$ cat src/design/pcb32_pkg.sv
`default_nettype none

package pcb32_pkg;

	// result kind carried on tuser
	typedef enum logic {
		KIND_DATA   = 1'b0,
		KIND_STATUS = 1'b1
	} kind_t;

	// final status codes
	typedef enum logic [1:0] {
		ST_OK           = 2'd0,
		ST_BAD_CHAR     = 2'd1,
		ST_BAD_CHECKSUM = 2'd2,
		ST_TOO_SHORT    = 2'd3
	} status_t;

	typedef struct packed {
		kind_t      kind;
		logic [7:0] byte_value;
		status_t    status;
		logic       end_of_run;
	} res_t;

	typedef struct packed {
		logic       valid;
		logic [4:0] sym;
	} sym_t;

	localparam int unsigned DELAY_DEPTH   = 8;
	localparam int unsigned RES_DEPTH     = 4;
	localparam logic [7:0]  MIN_BYTES_RST = 8'd72;
	localparam logic [7:0]  CNT_MAX       = 8'd255;
	localparam logic [39:0] CHK_GOOD      = 40'd1;

	localparam logic [39:0] GEN [5] = '{
		40'h98f2bc8e61, 40'h79b76d99e2, 40'hf33e5fb3c4,
		40'hae2eabe2a8, 40'h1e4f43e470
	};

	// "paycode", each letter masked to five bits
	localparam logic [4:0] PREFIX_SYM [7] = '{
		5'h10, 5'h01, 5'h19, 5'h03, 5'h0f, 5'h04, 5'h05
	};

	// one polymod step
	function automatic logic [39:0] poly_fold(logic [39:0] c, logic [4:0] d);
		logic [4:0]  top;
		logic [39:0] r;
		top = c[39:35];
		r   = {c[34:0], 5'b0} ^ {35'b0, d};
		for (int i = 0; i < 5; i++) begin
			if (top[i]) r = r ^ GEN[i];
		end
		return r;
	endfunction

	function automatic logic [39:0] chk_start();
		logic [39:0] c;
		c = 40'd1;
		for (int i = 0; i < 7; i++) begin
			c = poly_fold(c, PREFIX_SYM[i]);
		end
		return poly_fold(c, 5'd0);
	endfunction

	localparam logic [39:0] CHK_INIT = chk_start();

	// case-insensitive charset lookup
	function automatic sym_t map_char(logic [7:0] ch);
		logic [7:0] lc;
		sym_t       s;
		lc = ch;
		if (ch >= "A" && ch <= "Z") lc = ch | 8'h20;
		s.valid = 1'b1;
		case (lc)
			"q": s.sym = 5'd0;
			"p": s.sym = 5'd1;
			"z": s.sym = 5'd2;
			"r": s.sym = 5'd3;
			"y": s.sym = 5'd4;
			"9": s.sym = 5'd5;
			"x": s.sym = 5'd6;
			"8": s.sym = 5'd7;
			"g": s.sym = 5'd8;
			"f": s.sym = 5'd9;
			"2": s.sym = 5'd10;
			"t": s.sym = 5'd11;
			"v": s.sym = 5'd12;
			"d": s.sym = 5'd13;
			"w": s.sym = 5'd14;
			"0": s.sym = 5'd15;
			"s": s.sym = 5'd16;
			"3": s.sym = 5'd17;
			"j": s.sym = 5'd18;
			"n": s.sym = 5'd19;
			"5": s.sym = 5'd20;
			"4": s.sym = 5'd21;
			"k": s.sym = 5'd22;
			"h": s.sym = 5'd23;
			"c": s.sym = 5'd24;
			"e": s.sym = 5'd25;
			"6": s.sym = 5'd26;
			"m": s.sym = 5'd27;
			"u": s.sym = 5'd28;
			"a": s.sym = 5'd29;
			"7": s.sym = 5'd30;
			"l": s.sym = 5'd31;
			default: begin
				s.valid = 1'b0;
				s.sym   = 5'd0;
			end
		endcase
		return s;
	endfunction

endpackage

`default_nettype wire

$ cat src/design/paycode_base32_checksum_decoder.sv
`default_nettype none

// Channel   Dir  Handshake               Payload
// s_axis    in   tvalid/tready           tdata[7:0] char_code, tlast last
// m_axis    out  tvalid/tready           tdata[7:0] byte_value, tdata[9:8] status,
//                                        tuser kind, tlast end_of_run
// cfg       in   cfg_we (no back-press.) cfg_wdata min_bytes
//
// One character per cycle sustained while the result queue holds two results
// or fewer. A request is registered (s1), then folded into the polymod, shifted
// through the delay line and regrouped combinationally, writing up to two results
// into a four-entry result queue that drives m_axis.
// The s1 stage advances while the queue holds two results or fewer, so a
// stalled output stops the input after the queue fills; no comb path runs
// from m_axis_tready to s_axis_tready.
// arst_n clears control state, counters and the polymod (to the prefix value);
// min_bytes resets to 72.

module paycode_base32_checksum_decoder (
	input  wire logic        clk,
	input  wire logic        arst_n,
	input  wire logic        s_axis_tvalid,
	output logic             s_axis_tready,
	input  wire logic [7:0]  s_axis_tdata,   // [7:0] char_code
	input  wire logic        s_axis_tlast,   // last
	output logic             m_axis_tvalid,
	input  wire logic        m_axis_tready,
	output logic [15:0]      m_axis_tdata,   // [7:0] byte_value, [9:8] status
	output logic             m_axis_tuser,   // kind
	output logic             m_axis_tlast,   // end_of_run
	input  wire logic        cfg_we,
	input  wire logic [7:0]  cfg_wdata       // min_bytes
);

	localparam int unsigned PTR_W = $clog2(pcb32_pkg::RES_DEPTH);
	localparam int unsigned CNT_W = $clog2(pcb32_pkg::RES_DEPTH + 1);

	// config
	logic [7:0] min_bytes_q;

	// input stage
	logic       v_s1;
	logic [7:0] char_s1;
	logic       last_s1;

	// run state
	logic [39:0] chk_q;
	logic [4:0]  delay_q [pcb32_pkg::DELAY_DEPTH];
	logic [7:0]  sym_cnt_q;
	logic [11:0] acc_q;
	logic [2:0]  bcnt_q;
	logic [7:0]  byte_cnt_q;
	logic        bad_q;

	// result queue
	pcb32_pkg::res_t res_q [pcb32_pkg::RES_DEPTH];
	logic [PTR_W-1:0] wr_ptr_q, rd_ptr_q;
	logic [CNT_W-1:0] cnt_q;

	logic in_acc, proc, pop;

	// datapath
	pcb32_pkg::sym_t    ms;
	logic [39:0]        chk_n;
	logic [7:0]         sym_cnt_n;
	logic [11:0]        acc_n;
	logic [2:0]         bcnt_n;
	logic [7:0]         byte_cnt_n;
	logic               bad_n;
	logic               push_byte;
	logic [7:0]         byte_n;
	pcb32_pkg::status_t st_n;
	logic [3:0]         bits;
	logic [11:0]        acc_sh;
	logic [1:0]         n_push;

	assign s_axis_tready = !v_s1 || (cnt_q <= CNT_W'(2));
	assign in_acc        = s_axis_tvalid && s_axis_tready;
	assign proc          = v_s1 && (cnt_q <= CNT_W'(2));
	assign pop           = m_axis_tvalid && m_axis_tready;

	always_comb begin
		ms         = pcb32_pkg::map_char(char_s1);
		chk_n      = chk_q;
		sym_cnt_n  = sym_cnt_q;
		acc_n      = acc_q;
		bcnt_n     = bcnt_q;
		byte_cnt_n = byte_cnt_q;
		bad_n      = bad_q;
		push_byte  = 1'b0;
		bits       = {1'b0, bcnt_q} + 4'd5;
		acc_sh     = 12'd0;
		if (!ms.valid) begin
			bad_n = 1'b1;
		end else begin
			chk_n = pcb32_pkg::poly_fold(chk_q, ms.sym);
			if (sym_cnt_q != pcb32_pkg::CNT_MAX) sym_cnt_n = sym_cnt_q + 8'd1;
			// oldest symbol leaves the delay line once it is full
			if (sym_cnt_q >= 8'(pcb32_pkg::DELAY_DEPTH)) begin
				acc_n = {acc_q[6:0], delay_q[pcb32_pkg::DELAY_DEPTH-1]};
				if (bits >= 4'd8) begin
					push_byte = 1'b1;
					bits      = bits - 4'd8;
					acc_sh    = acc_n >> bits;
					if (byte_cnt_q != pcb32_pkg::CNT_MAX) byte_cnt_n = byte_cnt_q + 8'd1;
				end
				bcnt_n = bits[2:0];
			end
		end
		byte_n = acc_sh[7:0];
		// status priority: bad char, too few symbols, checksum, too few bytes
		if (bad_n)                                           st_n = pcb32_pkg::ST_BAD_CHAR;
		else if (sym_cnt_n < 8'(pcb32_pkg::DELAY_DEPTH))     st_n = pcb32_pkg::ST_TOO_SHORT;
		else if (chk_n != pcb32_pkg::CHK_GOOD)               st_n = pcb32_pkg::ST_BAD_CHECKSUM;
		else if (byte_cnt_n < min_bytes_q)                   st_n = pcb32_pkg::ST_TOO_SHORT;
		else                                                 st_n = pcb32_pkg::ST_OK;
		n_push = proc ? ({1'b0, push_byte} + {1'b0, last_s1}) : 2'd0;
	end

	always_ff @(posedge clk or negedge arst_n) begin
		if (!arst_n) begin
			min_bytes_q <= pcb32_pkg::MIN_BYTES_RST;
		end else if (cfg_we) begin
			min_bytes_q <= cfg_wdata;
		end
	end

	// input register
	always_ff @(posedge clk or negedge arst_n) begin
		if (!arst_n) begin
			v_s1 <= 1'b0;
		end else if (in_acc) begin
			v_s1 <= 1'b1;
		end else if (proc) begin
			v_s1 <= 1'b0;
		end
	end

	always_ff @(posedge clk) begin
		if (in_acc) begin
			char_s1 <= s_axis_tdata;
			last_s1 <= s_axis_tlast;
		end
	end

	// run state; cleared after the final character
	always_ff @(posedge clk or negedge arst_n) begin
		if (!arst_n) begin
			chk_q      <= pcb32_pkg::CHK_INIT;
			sym_cnt_q  <= 8'd0;
			acc_q      <= 12'd0;
			bcnt_q     <= 3'd0;
			byte_cnt_q <= 8'd0;
			bad_q      <= 1'b0;
		end else if (proc) begin
			if (last_s1) begin
				chk_q      <= pcb32_pkg::CHK_INIT;
				sym_cnt_q  <= 8'd0;
				acc_q      <= 12'd0;
				bcnt_q     <= 3'd0;
				byte_cnt_q <= 8'd0;
				bad_q      <= 1'b0;
			end else begin
				chk_q      <= chk_n;
				sym_cnt_q  <= sym_cnt_n;
				acc_q      <= acc_n;
				bcnt_q     <= bcnt_n;
				byte_cnt_q <= byte_cnt_n;
				bad_q      <= bad_n;
			end
		end
	end

	// delay line, no reset: only read after eight fresh symbols
	always_ff @(posedge clk) begin
		if (proc && ms.valid) begin
			delay_q[0] <= ms.sym;
			for (int i = 1; i < pcb32_pkg::DELAY_DEPTH; i++) begin
				delay_q[i] <= delay_q[i-1];
			end
		end
	end

	// result queue storage
	always_ff @(posedge clk) begin
		if (proc) begin
			if (push_byte) begin
				res_q[wr_ptr_q] <= '{kind: pcb32_pkg::KIND_DATA, byte_value: byte_n,
					status: pcb32_pkg::ST_OK, end_of_run: 1'b0};
			end
			if (last_s1) begin
				res_q[wr_ptr_q + PTR_W'(push_byte)] <= '{kind: pcb32_pkg::KIND_STATUS,
					byte_value: 8'd0, status: st_n, end_of_run: 1'b1};
			end
		end
	end

	always_ff @(posedge clk or negedge arst_n) begin
		if (!arst_n) begin
			wr_ptr_q <= '0;
			rd_ptr_q <= '0;
			cnt_q    <= '0;
		end else begin
			wr_ptr_q <= wr_ptr_q + PTR_W'(n_push);
			if (pop) rd_ptr_q <= rd_ptr_q + PTR_W'(1);
			cnt_q <= cnt_q + CNT_W'(n_push) - CNT_W'(pop);
		end
	end

	assign m_axis_tvalid = (cnt_q != '0);
	assign m_axis_tdata  = {6'b0, res_q[rd_ptr_q].status, res_q[rd_ptr_q].byte_value};
	assign m_axis_tuser  = res_q[rd_ptr_q].kind;
	assign m_axis_tlast  = res_q[rd_ptr_q].end_of_run;

	// queue never overfills
	a_cnt_bound: assert property (@(posedge clk) disable iff (!arst_n)
		cnt_q <= CNT_W'(pcb32_pkg::RES_DEPTH))
		else $error("result queue overflow");

	// a data byte only once the delay line is full
	a_byte_full: assert property (@(posedge clk) disable iff (!arst_n)
		(proc && push_byte) |-> (sym_cnt_q >= 8'(pcb32_pkg::DELAY_DEPTH)))
		else $error("byte emitted from partial delay line");

	// run state cleared after the final character
	a_clear: assert property (@(posedge clk) disable iff (!arst_n)
		(proc && last_s1) |=> (sym_cnt_q == 8'd0 && chk_q == pcb32_pkg::CHK_INIT && !bad_q))
		else $error("run state not cleared");

	// an item that is processed always frees the input stage or is replaced
	a_s1_adv: assert property (@(posedge clk) disable iff (!arst_n)
		(proc && !in_acc) |=> !v_s1)
		else $error("input stage stuck");

endmodule

`default_nettype wire
$ cat config.mk
export PLATFORM = sky130hd
export DESIGN_NAME = paycode_base32_checksum_decoder
export DESIGN_NICKNAME = d
export VERILOG_FILES = /design/src/design/pcb32_pkg.sv /design/src/design/paycode_base32_checksum_decoder.sv
export SDC_FILE = /design/constraint.sdc
export NUM_CORES = 1
export LEC_CHECK = 0
export ABC_AREA = 0
export BUFFER_PORTS_ARGS = -buffer_cell sky130_fd_sc_hd__buf_2
export CELL_PAD_IN_SITES_DETAIL_PLACEMENT = 1
export CELL_PAD_IN_SITES_GLOBAL_PLACEMENT = 2
export CORE_UTILIZATION = 44
export DETAILED_ROUTE_END_ITERATION = 8
export PLACE_DENSITY = 0.94
export SKIP_CTS_REPAIR_TIMING = 1
export SKIP_LAST_GASP = 1
export SYNTH_ARGS = -nofsm -noshare
export SYNTH_HDL_FRONTEND = slang
export SYNTH_SLANG_ARGS = --single-unit
$ cat constraint.sdc
create_clock -name clk -period 12.7 [get_ports clk]
set_input_delay 2.54 -clock clk [delete_from_list [all_inputs] [get_ports clk]]
set_output_delay 2.54 -clock clk [all_outputs]
set_load 0.05 [all_outputs]
==> metrics.cfg <==
[status]
outcome = finished with violations
violations = DRC

[synthesis]
ys_seq_area_share_pct = 45.4
synthesis.area_sq_mm = 0.00997
synth_xor_area_share_pct = 8.10
synth_top_family_by_area = simple AND/OR/NAND/NOR gates
muxShareOfSynthArea_pct = 8.07
ys.flop_type = dfrtp_1
synthAdderAreaFrac_pct = 2.33
synth-warning-count = 0
syn_area_per_cell_sq_um = 10.1
synthArstFlopShare_pct = 47.2
synth_edf_count = 57
synth_compound_area_share_pct = 14.1
synth_cell_types = 84
yosys.area_share.simple_pct = 17.3
yosys_register_bits = 176
syn_inst = 982

[cts]
root_buffer = clkbuf_16
clock_sinks = 176
clk_latency_ns = 0.45
clk_pin_slew_worst_paths_ns = 0.08
clockBufferDepth = 2
cts_tree = done
htreeDepth = 4
numCtsBuffers = 17

[cells_and_area]
most-common-layout-cells = nand2_1 (89), nor2_1 (79), dfrtp_1 (67), a21oi_1 (58)
fin_nets = 1015
area_delta_synth_final_pct = 8.96
diodes = 0
layout_commonest_cell = nand2_1
design_area_sq_mm = 0.0109
layout-drive-gt1-share_pct = 13.4

[worst_setup_path]
r2r_start = char_s1[2]$_DFFE_PP_
critPathSlowestCell = edfxtp_1
worstSetupPathType = reg2reg
critPathLaunchType = register
worstPathCellList = nor2b_1 > nand4b_1 > a21oi_1 > nand4b_1 > buf_4 > nand3_1 > nor2b_1 > nand3b_1 > o21a_1 > ha_1 > nand4_1 > a311oi_1 > nor4_1 > o41ai_2 > nor2_1
rr_worst_depth = 15
cpPeakStageDelay_ns = 0.75
reg2reg_to = res_q[1][2]$_DFFE_PP_
path_delay_family = simple AND/OR/NAND/NOR gates
crit_fanout = 30
r2r_setup_slack_ns = 7.62
crit_buf_inv = 1
cp.arrival_ns = 5.26
cp-end-kind = register
cp_data_required_time_ns = 12.89

[drt]
drt_iter0_markers = 439
routed_wl_mm = 25.9
wl_per_cell_um = 20.4
drc = 5
vias = 7492
wl_met2_mm = 13.3
ant_nets = 0
drtPass1Iterations = 7
top_layer_used = met4
vias_per_cell = 5.91
wl_met3_um = 752
wirelength_met1_mm = 11.1

[timing]
hold_violations = 0
slew_headroom_pct = 26.4
max_freq_mhz = 197
worst_pin_slew_ns = 1.10
rsz0062_at_grt = false
min_period_ns = 5.08
maxSlewViolCount = 0
setup_viol = 0
worst_slack_ns = 7.62
skew_ns = 0.0133
period_share_pct = 40.0
final.setup.tns_ns = 0
fin_hold_ws_ns = 0.413

[floorplanning]
ios = 42
dieArea_sq_mm = 0.0233
die_h_um = 153
core_sq_mm = 0.0220
start_util_pct = 45.3
rows = 54
dieWidth_um = 153

[global_route]
grt_first_pass_wirelength_mm = 42.4
antenna_found_initial = 0
grt_overflow = 0
grt_max_degree = 64
grt_usage_pct = 23.3
grt_pass1_vias = 7774

[hold_path]
whs_path_depth = 0
hold_end = delay_q[1][13]$_DFFE_PP_
hold_start = delay_q[1][8]$_DFFE_PP_
hold_path_class = reg2reg

[placed_design]
dp_slack_ns = 7.70
hpwlAfterDp_mm = 17.2
routabilityCongestion = 0.833
placed_area_sq_mm = 0.0102
port_buffers = 35

[pwr]
p_leak_nw = 4.36
p_per_area_mw_per_mm2 = 247
ir_worst_vdd_mv = 0.142
finalPower_w = 0.00268

[flow_run]
max-cap-violations = 0

-- how the worst max path moves through the flow --
| stage | cells after the start | to | startpoint | slack (ns) |
|---|---|---|---|---|
| 6_report | 15 | res_q[1][2]$_DFFE_PP_ | char_s1[2]$_DFFE_PP_ | 7.62 |
| 3_5_place_dp | 15 | res_q[1][2]$_DFFE_PP_ | char_s1[2]$_DFFE_PP_ | 7.70 |
| 4_1_cts | 15 | res_q[1][2]$_DFFE_PP_ | char_s1[2]$_DFFE_PP_ | 7.62 |
| 3_3_place_gp | 15 | res_q[1][2]$_DFFE_PP_ | char_s1[4]$_DFFE_PP_ | 7.93 |
| 2_1_floorplan | 2 | m_axis_tdata[0] | rd_ptr_q[0]$_DFFE_PN0P_ | 8.50 |
| 5_1_grt | 15 | res_q[3][2]$_DFFE_PP_ | char_s1[2]$_DFFE_PP_ | 7.03 |
-- routing by layer --
metal	vias to the layer above	GRT usage, %
met4	0	9.38
li1	3560	-
met1	3771	28.7
met2	124	40.8
met5	-	0
met3	37	3.95
-- registers in the layout, indices dropped and copies added, names as in the netlist --
register,cells
res_q,44
chk_q,40
delay_q,40
byte_cnt_q,8
char_s1,8
min_bytes_q,8
sym_cnt_q,8
acc_q,7
bcnt_q,3
cnt_q,3
rd_ptr_q,2
wr_ptr_q,2
bad_q,1
last_s1,1
v_s1,1
-- cell families (layout without fill, tap and decap cells) --
| kind of cell | after synthesis | count (layout) |
|---|---|---|
| AOI/OAI and AO/OA | 219 | 219 |
| buffers and inverters | 102 | 103 |
| xor gates and xnor gates | 75 | 75 |
| muxes | 55 | 55 |
| adders and majority gates | 18 | 18 |
| and+or+nand+nor | 336 | 336 |
| DFF | 176 | 176 |
| other | 1 | 6 |
-- layout make-up --
class,instances,area (sq um)
fill,2452,11200
multi-input combinational,709,5020
sequential,176,4530
clock buffer,19,454
tap,280,350
timing repair buffer,44,245
clock inverter,13,163
inverter,27,101
-- synthesized netlist by cell type, types with 4 or more instances --
| master | count | area (sq um) |
|---|---|---|
| dfstp_2 | 16 | 420 |
| and3_1 | 10 | 62.6 |
| nor3b_1 | 6 | 45.0 |
| inv_1 | 27 | 101 |
| clkbuf_1 | 40 | 150 |
| nand3b_1 | 4 | 30.0 |
| mux4_2 | 20 | 450 |
| o22a_1 | 12 | 105 |
| a21oi_1 | 58 | 290 |
| o31ai_1 | 6 | 45.0 |
| nor3_1 | 31 | 155 |
| nor2b_1 | 10 | 62.6 |
| o21ai_0 | 57 | 285 |
| xor2_1 | 26 | 228 |
| edfxtp_1 | 57 | 1710 |
| ha_1 | 17 | 213 |
| or3_1 | 11 | 68.8 |
| dfxtp_1 | 36 | 721 |
| a22oi_1 | 17 | 128 |
| nor2_1 | 80 | 300 |
| or4_1 | 5 | 37.5 |
| and3b_1 | 6 | 52.6 |
| a31oi_1 | 11 | 68.8 |
| buf_2 | 12 | 60.1 |
| nor4_1 | 14 | 87.6 |
| mux2i_1 | 32 | 320 |
| nand2b_1 | 11 | 68.8 |
| nand2_1 | 90 | 338 |
| dfrtp_1 | 67 | 1680 |
| buf_4 | 13 | 97.6 |
| a211oi_1 | 8 | 60.1 |
| buf_1 | 8 | 30.0 |
| o22ai_1 | 7 | 43.8 |
| a22o_1 | 14 | 123 |
| nand4_1 | 10 | 62.6 |
| nand3_1 | 21 | 105 |
| xnor2_1 | 39 | 342 |
-- metrics by stage --
| step | instances | util, % |
|---|---|---|
| final | 1268 | 49.3 |
| after global routing | 1268 | 49.3 |
| after CTS | 1268 | 49.3 |
| after detailed placement | 1236 | 46.5 |
| after global placement | 1236 | 46.5 |
| after floorplan | 987 | - |
-- where the power goes --
group | total (W) | internal, W | leakage, nW | switching, W
sequential | 0.000977 | 0.000746 | 1.83 | 0.000231
combinational | 0.00116 | 0.000481 | 2.24 | 0.000681
clock | 0.000540 | 0.000277 | 0.295 | 0.000262
total | 0.00268 | 0.00150 | 4.36 | 0.00117
(Power assumes the default switching activity.)
